[src/sv/rrwd_ram.sv]
// ----------------------------------------------------------------------------
// rrwd_ram
// Generic single-write, single-read RAM with registered read data.
// ----------------------------------------------------------------------------
module rrwd_ram #(
   parameter int WIDTH = 8,
   parameter int DEPTH = 16
) (
   input  logic                     clock,
   input  logic                     wr_en,
   input  logic [$clog2(DEPTH)-1:0] wr_addr,
   input  logic [WIDTH-1:0]         wr_data,
   input  logic [$clog2(DEPTH)-1:0] rd_addr,
   output logic [WIDTH-1:0]         rd_data
);

   logic [WIDTH-1:0] mem_ff [DEPTH];

   // write and registered read
   always_ff @(posedge clock) begin
      if (wr_en) begin
         mem_ff[wr_addr] <= wr_data;
      end
      rd_data <= mem_ff[rd_addr];
   end

endmodule

[config.mk]
export PLATFORM = sky130hd
export DESIGN_NAME = rrwd_ram
export DESIGN_NICKNAME = d
export VERILOG_FILES = /design/src/sv/rrwd_ram.sv
export SDC_FILE = /design/constraint.sdc
export NUM_CORES = 1
export LEC_CHECK = 0
export BUFFER_PORTS_ARGS = -buffer_cell sky130_fd_sc_hd__buf_2
export CORE_MARGIN = 2
export CORE_UTILIZATION = 60
export DETAILED_ROUTE_END_ITERATION = 8
export GPL_TIMING_DRIVEN = 0
export HOLD_SLACK_MARGIN = 0.02
export PLACE_DENSITY = 0.8
export SETUP_SLACK_MARGIN = 0.4
export SLEW_MARGIN = 20
export SYNTH_ARGS = -nofsm -noshare
export SYNTH_HDL_FRONTEND = slang
export SYNTH_SLANG_ARGS = --single-unit
[constraint.sdc]
create_clock -name clock -period 1.6 [get_ports clock]
set_input_delay 0 -clock clock [delete_from_list [all_inputs] [get_ports clock]]
set_output_delay 0 -clock clock [all_outputs]
set_load 0.02 [all_outputs]
==> metrics.cfg <==
[setup_path]
crit_chain = mux4_2, a22oi_2, nand2_1
max_stage_delay_ps = 510
cp_max_fo = 1
worst_ep_arrival_time_ps = 1690
cp_slowest_cell = mux4_2
endpoint_kind = register
start_kind = register
required_ps = 1990
critPathKind = register to register

[yosys]
synth_cell_type_count = 19
async_flop_share = 0
syn_area_sq_mm = 0.00515
synth_top_cell_by_area = edfxtp_1
yosys_warnings = 0
synth-main-ff-cell = edfxtp_1
syn_avg_cell_area_sq_um = 22.5
synth_common_cells = edfxtp_1, mux4_2, a22oi_1
synth_top_area_share = 0.747
synth_edf_count = 128
ys_seq_elements = 136
synth-seq-area-share = 0.778
yosys.cell_count.top_type = edfxtp_1
syn_nets = 247
yosys-top-cells-area = edfxtp_1, mux4_2, mux4_1
synthCells = 229

[finish]
drive_gt1_frac = 0.356
antenna_cells = 0
utilization = 0.748
nNetsFinal = 300
area_delta_synth_final_pct = 20.0
fillers = 450
fin_cells = 400

[clock_network]
clock_sinks = 136
cts-root-buf = clkbuf_8
htree_levels = 4
post-cts-setup-buffer-count = 0
clock_path_buffers = 2
clkLatencyLatePin_ps = 510
clkTransAtPathRegs_ps = 60
cts_made_buffers = 17
cts_tree = built

[power]
power_w = 0.00860
power.density_mw_per_mm2 = 1390
p_leak_nw = 2.07
vdd_drop_max_uv = 839

[routing]
routed_wl_um = 10400
drt_iter0_drc = 401
drc = 0
antenna_left = 0
drt_pre_antenna_iters = 5
via_count = 2564
viasPerCell = 6.41
wl_per_cell_um = 25.9

[floorplan]
die_area_sq_mm = 0.00934
num_io_pins = 26
die_h_um = 96.6
die_width_um = 96.6
start_util = 0.623
row_count = 33
coreArea_sq_mm = 0.00826

[placed_design]
io_buffers = 24
hpwlAfterDp_um = 5650
place.gp.congestion = 0.705
place_ws_ps = -129
place_inst = 358

[timing]
worstMarginPinSlew_ps = 824
timing.hold.ws_ps = 55.5
slew_viol_final = 0
rsz0062_at_grt = true
finalHoldViolCount = 0
setup_viol_count_final = 0
clock.fmax_ghz = 0.772
fin_crit_ps = 1300
fin_ws_ps = 304
finalCritPeriodShare = 0.810
relSlewSlack = 0.447
skew_ps = 7.18

[global_route]
grt_pass1_vias = 2556
grt_pass1_wl_um = 15700
grt_overflow_total = 0
grt_antenna_before_repair = 0
track_usage = 0.239
grt_max_degree = 17

[worst_hold_path]
min_path_type = primary input to register

[flow_run]
maxCapViolCount = 0

[outcome]
status = complete, no violations

[power breakdown]
group	switching, W	internal [W]
clock network	0.00135	0.00279
registers	0.0000215	0.00399
logic	0.000267	0.000185
total	0.00164	0.00696
[final timing paths]
kind         slack (ps)            to  cells past startpoint         start
min reg2reg         680    rd_data[3]                      3  mem_ff[8][3]
max                 300    rd_data[6]                      3  mem_ff[3][6]
min                  60  mem_ff[4][3]                      2    wr_addr[0]
max reg2reg         300    rd_data[6]                      3  mem_ff[3][6]
[cell families (layout without fill, tap and decap cells)]
family,count (synthesis),in the layout,share of synthesized area
buffers and inverters,10,76,0.0168
muxes,32,32,0.150
AOI/OAI and AO/OA,16,16,0.0233
and+or+nand+nor,35,35,0.0318
DFF,136,136,0.778
[stage by stage]
step,area (sq um),setup TNS (ps)
floorplan,5150,0
global placement,5400,-3120
detailed placement,5420,-1800
CTS,6160,0
global route,6180,0
finish,6180,0
[layout by cell type (no fill, tap or decap)]
master           instances
clkinv_2                 3
clkdlybuf4s25_2          3
nor2_2                   3
nor3_2                   4
mux4_1                   6
and2b_1                  1
buf_6                    3
buf_2                   27
clkbuf_16               16
nor2b_1                  1
clkbuf_1                 2
nand2b_1                 2
bufinv_16                5
buf_4                    1
dfxtp_1                  8
edfxtp_1               128
and2_1                   1
nand3_1                  1
mux4_2                  26
clkbuf_8                 4
nand2_1                  9
nor2_1                  10
a22oi_1                  7
or3b_2                   1
dlygate4sd3_1           10
a22oi_2                  9
nand3b_1                 2
clkinv_1                 2
[worst max-delay path: cells and delay by family (launching register included)]
| family | cells | cell delay [ps] |
|---|---|---|
| mux | 1 | 510 |
| simple gates | 1 | 90 |
| flops | 1 | 380 |
| compound gates | 1 | 180 |
[repair_timing]
| action | CTS | global route |
|---|---|---|
| endpoints found under the hold margin | 130 | 0 |
| hold buffers | 10 | 0 |
| cloned | 0 | 0 |
| pin swaps | 15 | 0 |
| endpoints found under the setup margin | 8 | 32 |
| resized for setup | 16 | 4 |
[area by class of cell]
| cell class | count | area [sq um] | area share |
|---|---|---|---|
| multi-input combinational | 83 | 1100 | 0.178 |
| clock inverter | 10 | 173 | 0.0280 |
| tap | 105 | 131 | 0.0213 |
| timing repair buffer | 34 | 220 | 0.0356 |
| sequential | 136 | 4000 | 0.648 |
| clock buffer | 22 | 463 | 0.0749 |
| buffer | 10 | 86.3 | 0.0140 |
[routing by layer]
layer | wire, um | up-vias | GRT usage
met5 | 0 | - | 0
met4 | 117 | 0 | 0.0780
met3 | 1060 | 17 | 0.0809
met2 | 5070 | 168 | 0.354
met1 | 4110 | 1308 | 0.342
li1 | - | 1071 | -
[flip-flops by register name (all words and copies together), names as in the netlist]
register,cells
mem_ff,128
rd_data,8
(Power assumes the default switching activity.)
