===== config.mk =====
export PLATFORM = sky130hd
export DESIGN_NAME = rrwd_slot_eval
export DESIGN_NICKNAME = d
export VERILOG_FILES = /design/src/sv/rrwd_pkg.sv /design/src/sv/rrwd_slot_eval.sv
export SDC_FILE = /design/constraint.sdc
export NUM_CORES = 1
export LEC_CHECK = 0
export ABC_AREA = 1
export BUFFER_PORTS_ARGS = -buffer_cell sky130_fd_sc_hd__buf_2
export CAP_MARGIN = 25
export CORE_MARGIN = 2
export CORE_UTILIZATION = 37
export DETAILED_ROUTE_END_ITERATION = 10
export PLACE_DENSITY = 0.78
export SLEW_MARGIN = 20
export SYNTH_ARGS = -nofsm -noshare
export SYNTH_HDL_FRONTEND = slang
export SYNTH_SLANG_ARGS = --single-unit

===== constraint.sdc =====
create_clock -name vclk -period 0.85
set_input_delay 0.085 -clock vclk [all_inputs]
set_output_delay 0.085 -clock vclk [all_outputs]
set_load 0.01 [all_outputs]

===== src/sv/rrwd_pkg.sv =====
// ----------------------------------------------------------------------------
// rrwd_pkg
// Shared request codes, result codes, slot status codes and the decision
// record passed from the slot evaluation unit to the sequencer.
// ----------------------------------------------------------------------------
package rrwd_pkg;

   // request codes
   localparam logic [2:0] REQ_ADD      = 3'd0;
   localparam logic [2:0] REQ_ASSIGN   = 3'd1;
   localparam logic [2:0] REQ_MAINT    = 3'd2;
   localparam logic [2:0] REQ_AVAIL    = 3'd3;
   localparam logic [2:0] REQ_COMPLETE = 3'd4;
   localparam logic [2:0] REQ_EXISTS   = 3'd5;

   // result codes
   localparam logic [2:0] RC_OK         = 3'd0;
   localparam logic [2:0] RC_EMPTY      = 3'd1;
   localparam logic [2:0] RC_NONE_AVAIL = 3'd2;
   localparam logic [2:0] RC_NOT_FOUND  = 3'd3;
   localparam logic [2:0] RC_BUSY       = 3'd4;
   localparam logic [2:0] RC_IN_MAINT   = 3'd5;
   localparam logic [2:0] RC_NOT_BUSY   = 3'd6;
   localparam logic [2:0] RC_FULL       = 3'd7;

   // slot status codes
   localparam logic [1:0] SLOT_AVAIL = 2'd0;
   localparam logic [1:0] SLOT_BUSY  = 2'd1;
   localparam logic [1:0] SLOT_MAINT = 2'd2;

   // widths of the result fields
   localparam int RSP_ID_BITS   = 16;
   localparam int RSP_TASK_BITS = 16;

   // decision for the slot under evaluation
   typedef struct packed {
      logic       hit;       // slot ends the walk
      logic       wr;        // rewrite the slot record
      logic [1:0] status;    // new status when rewritten
      logic       set_task;  // store the request task
      logic       clr_task;  // clear the task
      logic       take_task; // report the old task as finished
      logic [2:0] code;      // result code on a hit
   } slot_dec_type;

endpackage


===== src/sv/rrwd_slot_eval.sv =====
// ----------------------------------------------------------------------------
// rrwd_slot_eval
// Compare unit shared by every step of the ring walk: decides whether the
// slot read this cycle ends the walk and how its record changes.
// ----------------------------------------------------------------------------
module rrwd_slot_eval
   import rrwd_pkg::*;
#(
   parameter int ID_BITS = 16
) (
   input  logic [2:0]         req_type,
   input  logic [ID_BITS-1:0] want_id,
   input  logic [ID_BITS-1:0] slot_id,
   input  logic [1:0]         slot_status,
   output slot_dec_type       dec
);

   logic id_match;

   assign id_match = (slot_id == want_id);

   // decide hit, record update and result code
   always_comb begin
      dec        = '0;
      dec.status = slot_status;
      dec.code   = RC_OK;
      case (req_type)
         REQ_ASSIGN: begin
            dec.hit      = (slot_status == SLOT_AVAIL);
            dec.wr       = dec.hit;
            dec.status   = SLOT_BUSY;
            dec.set_task = 1'b1;
         end
         REQ_MAINT: begin
            dec.hit = id_match;
            if (slot_status == SLOT_BUSY) begin
               dec.code = RC_BUSY;
            end else begin
               dec.wr     = id_match;
               dec.status = SLOT_MAINT;
            end
         end
         REQ_AVAIL: begin
            dec.hit      = id_match;
            dec.wr       = id_match;
            dec.status   = SLOT_AVAIL;
            dec.clr_task = 1'b1;
         end
         REQ_COMPLETE: begin
            dec.hit = id_match;
            if (slot_status == SLOT_BUSY) begin
               dec.wr        = id_match;
               dec.status    = SLOT_AVAIL;
               dec.clr_task  = 1'b1;
               dec.take_task = 1'b1;
            end else if (slot_status == SLOT_MAINT) begin
               dec.code = RC_IN_MAINT;
            end else begin
               dec.code = RC_NOT_BUSY;
            end
         end
         REQ_EXISTS: begin
            dec.hit = id_match;
         end
         default: begin
            dec.hit = 1'b0;
         end
      endcase
   end

endmodule


==> results of run 1 <==
final timing paths:
| path | from | endpoint | slack, ns |
|---|---|---|---|
| worst min-delay path | req_type[0] | dec[2] | 0.56 |
| worst max-delay path | slot_status[0] | dec[7] | -0.15 |
cells in the final DEF, fill, tap and decap left out, drive strengths merged:
cell,instances
a21oi,1
buf,59
ha,5
inv,33
nand2,43
nand3,6
nand4,2
nor2,28
o21ai,2
o311ai,1
xor2,2
area by class of cell:
class	count	area (µm²)
timing repair buffer	59	464
tap	16	20.0
inverter	33	141
multi-input combinational	90	562
fill	110	267
logic make-up after synthesis:
group / share of synthesized area (%)
xor+xnor: 3.13
compound gates: 6.25
simple gates: 57.4
buf+inv: 22.1
fa+ha+maj: 11.2
cell usage after synthesis:
cell type / n / area share [%]
nand2_1: 43 / 29
inv_2: 3 / 2.0
nand4_1: 2 / 2.2
xor2_1: 2 / 3.1
ha_1: 5 / 11
o21ai_0: 1 / 0.89
o21ai_4: 1 / 2.9
nand3_1: 5 / 4.5
o311ai_0: 1 / 1.6
nand3_4: 1 / 3.1
nor2_1: 28 / 19
inv_1: 30 / 20
a21oi_1: 1 / 0.89
per-layer routing:
metal / wire, µm / share of wire (%) / track usage, % / up-vias
met3: 93 / 4.7 / 0 / 4
met4: 25 / 1.3 / 0 / 0
li1: - / - / - / 478
met1: 773 / 39 / 24.1 / 378
met2: 1110 / 55 / 37.0 / 34
met5: 0 / 0 / 0 / -
report_power, final:
| group | total [mW] | internal [mW] | switching, mW |
|---|---|---|---|
| clock | 0 | 0 | 0 |
| combinational | 0.504 | 0.267 | 0.238 |
| sequential | 0 | 0 | 0 |
stage by stage:
step           setup WS, ns  area (µm²)  TNS, ns  hold slack (ns)  std cells
2_1_floorplan       -0.0482         576  -0.0482            0.232        123
3_3_place_gp         -0.179         906   -0.868            0.620        196
3_5_place_dp         -0.174         906   -0.974            0.640        196
4_1_cts              -0.119        1020   -0.506            0.569        197
5_1_grt              -0.225        1190   -0.818            0.583        198
6_report             -0.148        1190   -0.533            0.561        198
what timing repair did:
item                                   4_1_cts  5_1_grt
resized for setup                           30       40
cloned                                       0        0
setup endpoints to repair                    9        8
setup buffers                                1        2
endpoints found under the hold margin        0        0
pin swaps                                    6       35
worst max-delay path, delay by kind of cell:
kind	cells	cell delay [ns]
buffers and inverters	3	0.42
adder cells (fa/ha/maj)	1	0.17
AO/OA/AOI/OAI	1	0.24
==> results.cfg, run 1 <==
[floorplan]
start_util_pct = 38.6
die_area_um2 = 1840
die_h_um = 42.9
std_cell_rows = 14
ios = 47
core_area_um2 = 1450
die-width_um = 42.9

[layout]
layout.nets = 226
seq_cells = 0
drive_above_1_share_pct = 51.1
diodes = 0
area_growth_pct = 112
final_core_util_pct = 81.7
final-seq-area_um2 = 0
nClkBuffers = 0

[global_route]
grt_max_degree = 6
grt_overflow = 0
grt_pass1_vias = 783
grt_antenna_before_repair = 0
grt_use_total_pct = 18.9
grt_pass1_wl_um = 2880

[timing]
hold_viol = 0
finalCritPeriodShare_pct = 117
tightest_slew_ns = 0.210
maxSlewHeadroom_pct = 86.0
fmax_mhz = 1000
rsz0062_at_grt = true
finalMaxSlewViolations = 0
finalSetupViolCount = 6
fin_crit_ns = 0.998
fin_ws_ns = -0.148

[worst_setup_path]
cp-start-kind = input pin
cp-end-kind = output pin
max_stage_delay_ns = 0.24
slowest_stage = o311ai_2
cp.required_ns = 0.76
path_cells = buf_6 -> ha_4 -> buf_4 -> o311ai_2 -> buf_2
worstSetupPathType = in -> out
critPathArrivalTime_ns = 0.91
worstPathMaxFanout = 5

[logic_synthesis]
synth-seq-area-share_pct = 0
synthCells = 123
synthesis.nets = 165
ys_types = 13
syn_avg_cell_area_um2 = 4.56
syn-cell-area_um2 = 561
ys.warnings.count = 0

[routing]
first_pass_iters = 4
finalWirelength_um = 2000
wl_per_cell_um = 10.1
num_vias = 894
drc = 0
drtIter0Drc = 10
viasPerCell = 4.52
ant_nets = 0

[pwr]
power_mw = 0.504
power.density_nw_per_um2 = 425
leakagePower_nw = 0.728
ir_worst_vdd_uv = 288

[placement]
dp_hpwl_um = 1330
gp_congestion = 0.788
port_buffers = 47

[status]
violations = negative setup slack
status = finished with violations

[worst_hold_path]
whs_path_depth = 5
hold_class = in -> out

[run]
cap_violations = 0

[clocking]
ctsHoldBuffers = 0
No activity file was read; power rests on OpenSTA's default activity.
==> run 2: changes to the inputs <==
--- a/config.mk
+++ b/config.mk
@@ -12,6 +12,7 @@
 export CORE_UTILIZATION = 37
 export DETAILED_ROUTE_END_ITERATION = 10
 export PLACE_DENSITY = 0.78
+export SKIP_LAST_GASP = 1
 export SLEW_MARGIN = 20
 export SYNTH_ARGS = -nofsm -noshare
 export SYNTH_HDL_FRONTEND = slang
==> results.cfg, run 2 (synthesis gave the netlist of run 1 again) <==
[pwr]
p_int_mw = 0.269
comb_power_share_pct = 100.0
p_sw_share_pct = 46.8
p_sw_mw = 0.237
clock_power_share_pct = 0
ir_worst_vdd_uv = 315
leakagePower_nw = 0.730
power.density_nw_per_um2 = 424
p_seq_share_pct = 0

[global_route]
grt_use_total_pct = 18.5
grt_antenna_before_repair = 0
grt_pass1_vias = 776
grt_max_degree = 6
grt_pass1_wl_um = 2840
grt_overflow = 0

[clocking]
ctsHoldBuffers = 0

[timing]
fmax_mhz = 1010
fin_crit_ns = 0.994
finalCritPeriodShare_pct = 117
fin_hold_ws_ns = 0.560
finalMaxSlewViolations = 0
maxSlewHeadroom_pct = 86.0
rsz0062_at_grt = true
fin_ws_ns = -0.144
finalSetupViolCount = 6
hold_viol = 0
tightest_slew_ns = 0.210

[layout]
nClkBuffers = 0
layout.nets = 226
diodes = 0
final_cell_mix = nand2_1 (39), buf_2 (28), inv_1 (23)
mostFrequentLayoutCell = nand2_1
final_core_util_pct = 82.1
fin_area_um2 = 1190
drive_above_1_share_pct = 51.1
area_growth_pct = 113
seq_cells = 0
final-seq-area_um2 = 0

[routing]
ant_nets = 0
viasPerCell = 4.51
first_pass_iters = 6
finalWirelength_um = 1990
drtIter0Drc = 12
wl_per_cell_um = 10.0
num_vias = 892
drc = 0

[placement]
gp_congestion = 0.788
port_buffers = 47
dp_hpwl_um = 1330
placed_area_um2 = 906
dp_slack_ns = -0.174

[worst_hold_path]
hp-start = req_type[0]
hold_class = in -> out
whs_path_depth = 5
whs_endpoint = dec[2]

[floorplan]
std_cell_rows = 14
die_h_um = 42.9
core_area_um2 = 1450
ios = 47
die_area_um2 = 1840
start_util_pct = 38.6
die-width_um = 42.9

[worst_setup_path]
worstSetupPathType = in -> out
worstPathMaxFanout = 5
cp-start-kind = input pin
cp-end-kind = output pin
critPathArrivalTime_ns = 0.91
cp.required_ns = 0.76

[status]
status = finished with violations
violations = negative setup slack

[run]
cap_violations = 0
-- run 2: worst max-delay path, cell delays in order --
cell and delay (ns):
buf_6 0.11, ha_4 0.16, buf_4 0.13, o311ai_2 0.24, buf_2 0.17
-- run 2: worst max path at each step --
| stage | start | cells after the start | endpoint |
|---|---|---|---|
| 3_5_place_dp | slot_status[1] | 7 | dec[6] |
| 5_1_grt | slot_id[12] | 9 | dec[9] |
| 6_report | slot_status[0] | 5 | dec[7] |
| 4_1_cts | want_id[9] | 9 | dec[9] |
| 2_1_floorplan | slot_status[1] | 3 | dec[7] |
| 3_3_place_gp | slot_status[0] | 4 | dec[7] |
-- run 2: layer usage --
metal / vias to the layer above / GRT usage [%] / part of all wire (%)
li1: 478 / - / -
met1: 384 / 23.5 / 40
met2: 28 / 36.4 / 55
met3: 2 / 0 / 4.4
met4: 0 / 0 / 0.71
met5: - / 0 / 0
-- run 2: layout make-up --
class	instances	area, µm²
tap	16	20.0
fill	103	260
timing repair buffer	59	470
inverter	33	141
multi-input combinational	90	562
-- run 2: power groups by stage --
stage	registers (mW)	clock network [mW]	logic, mW
after floorplan	0	0	0.168
final	0	0	0.506
after detailed placement	0	0	0.354
after global placement	0	0	0.343
after global routing	0	0	0.562
after CTS	0	0	0.400
-- run 2: repair_timing --
| item | CTS | global route |
|---|---|---|
| resized for setup | 25 | 47 |
| buffers inserted | 1 | 2 |
| endpoints found under the setup margin | 9 | 9 |
| pin swaps | 6 | 37 |
-- run 2: per-stage QoR --
step                      power (mW)  instances  TNS [ns]
after CTS                      0.400        197    -0.543
after global routing           0.562        198    -0.943
after floorplan                0.168        123   -0.0482
final                          0.506        198    -0.520
after detailed placement       0.354        196    -0.974
after global placement         0.343        196    -0.868
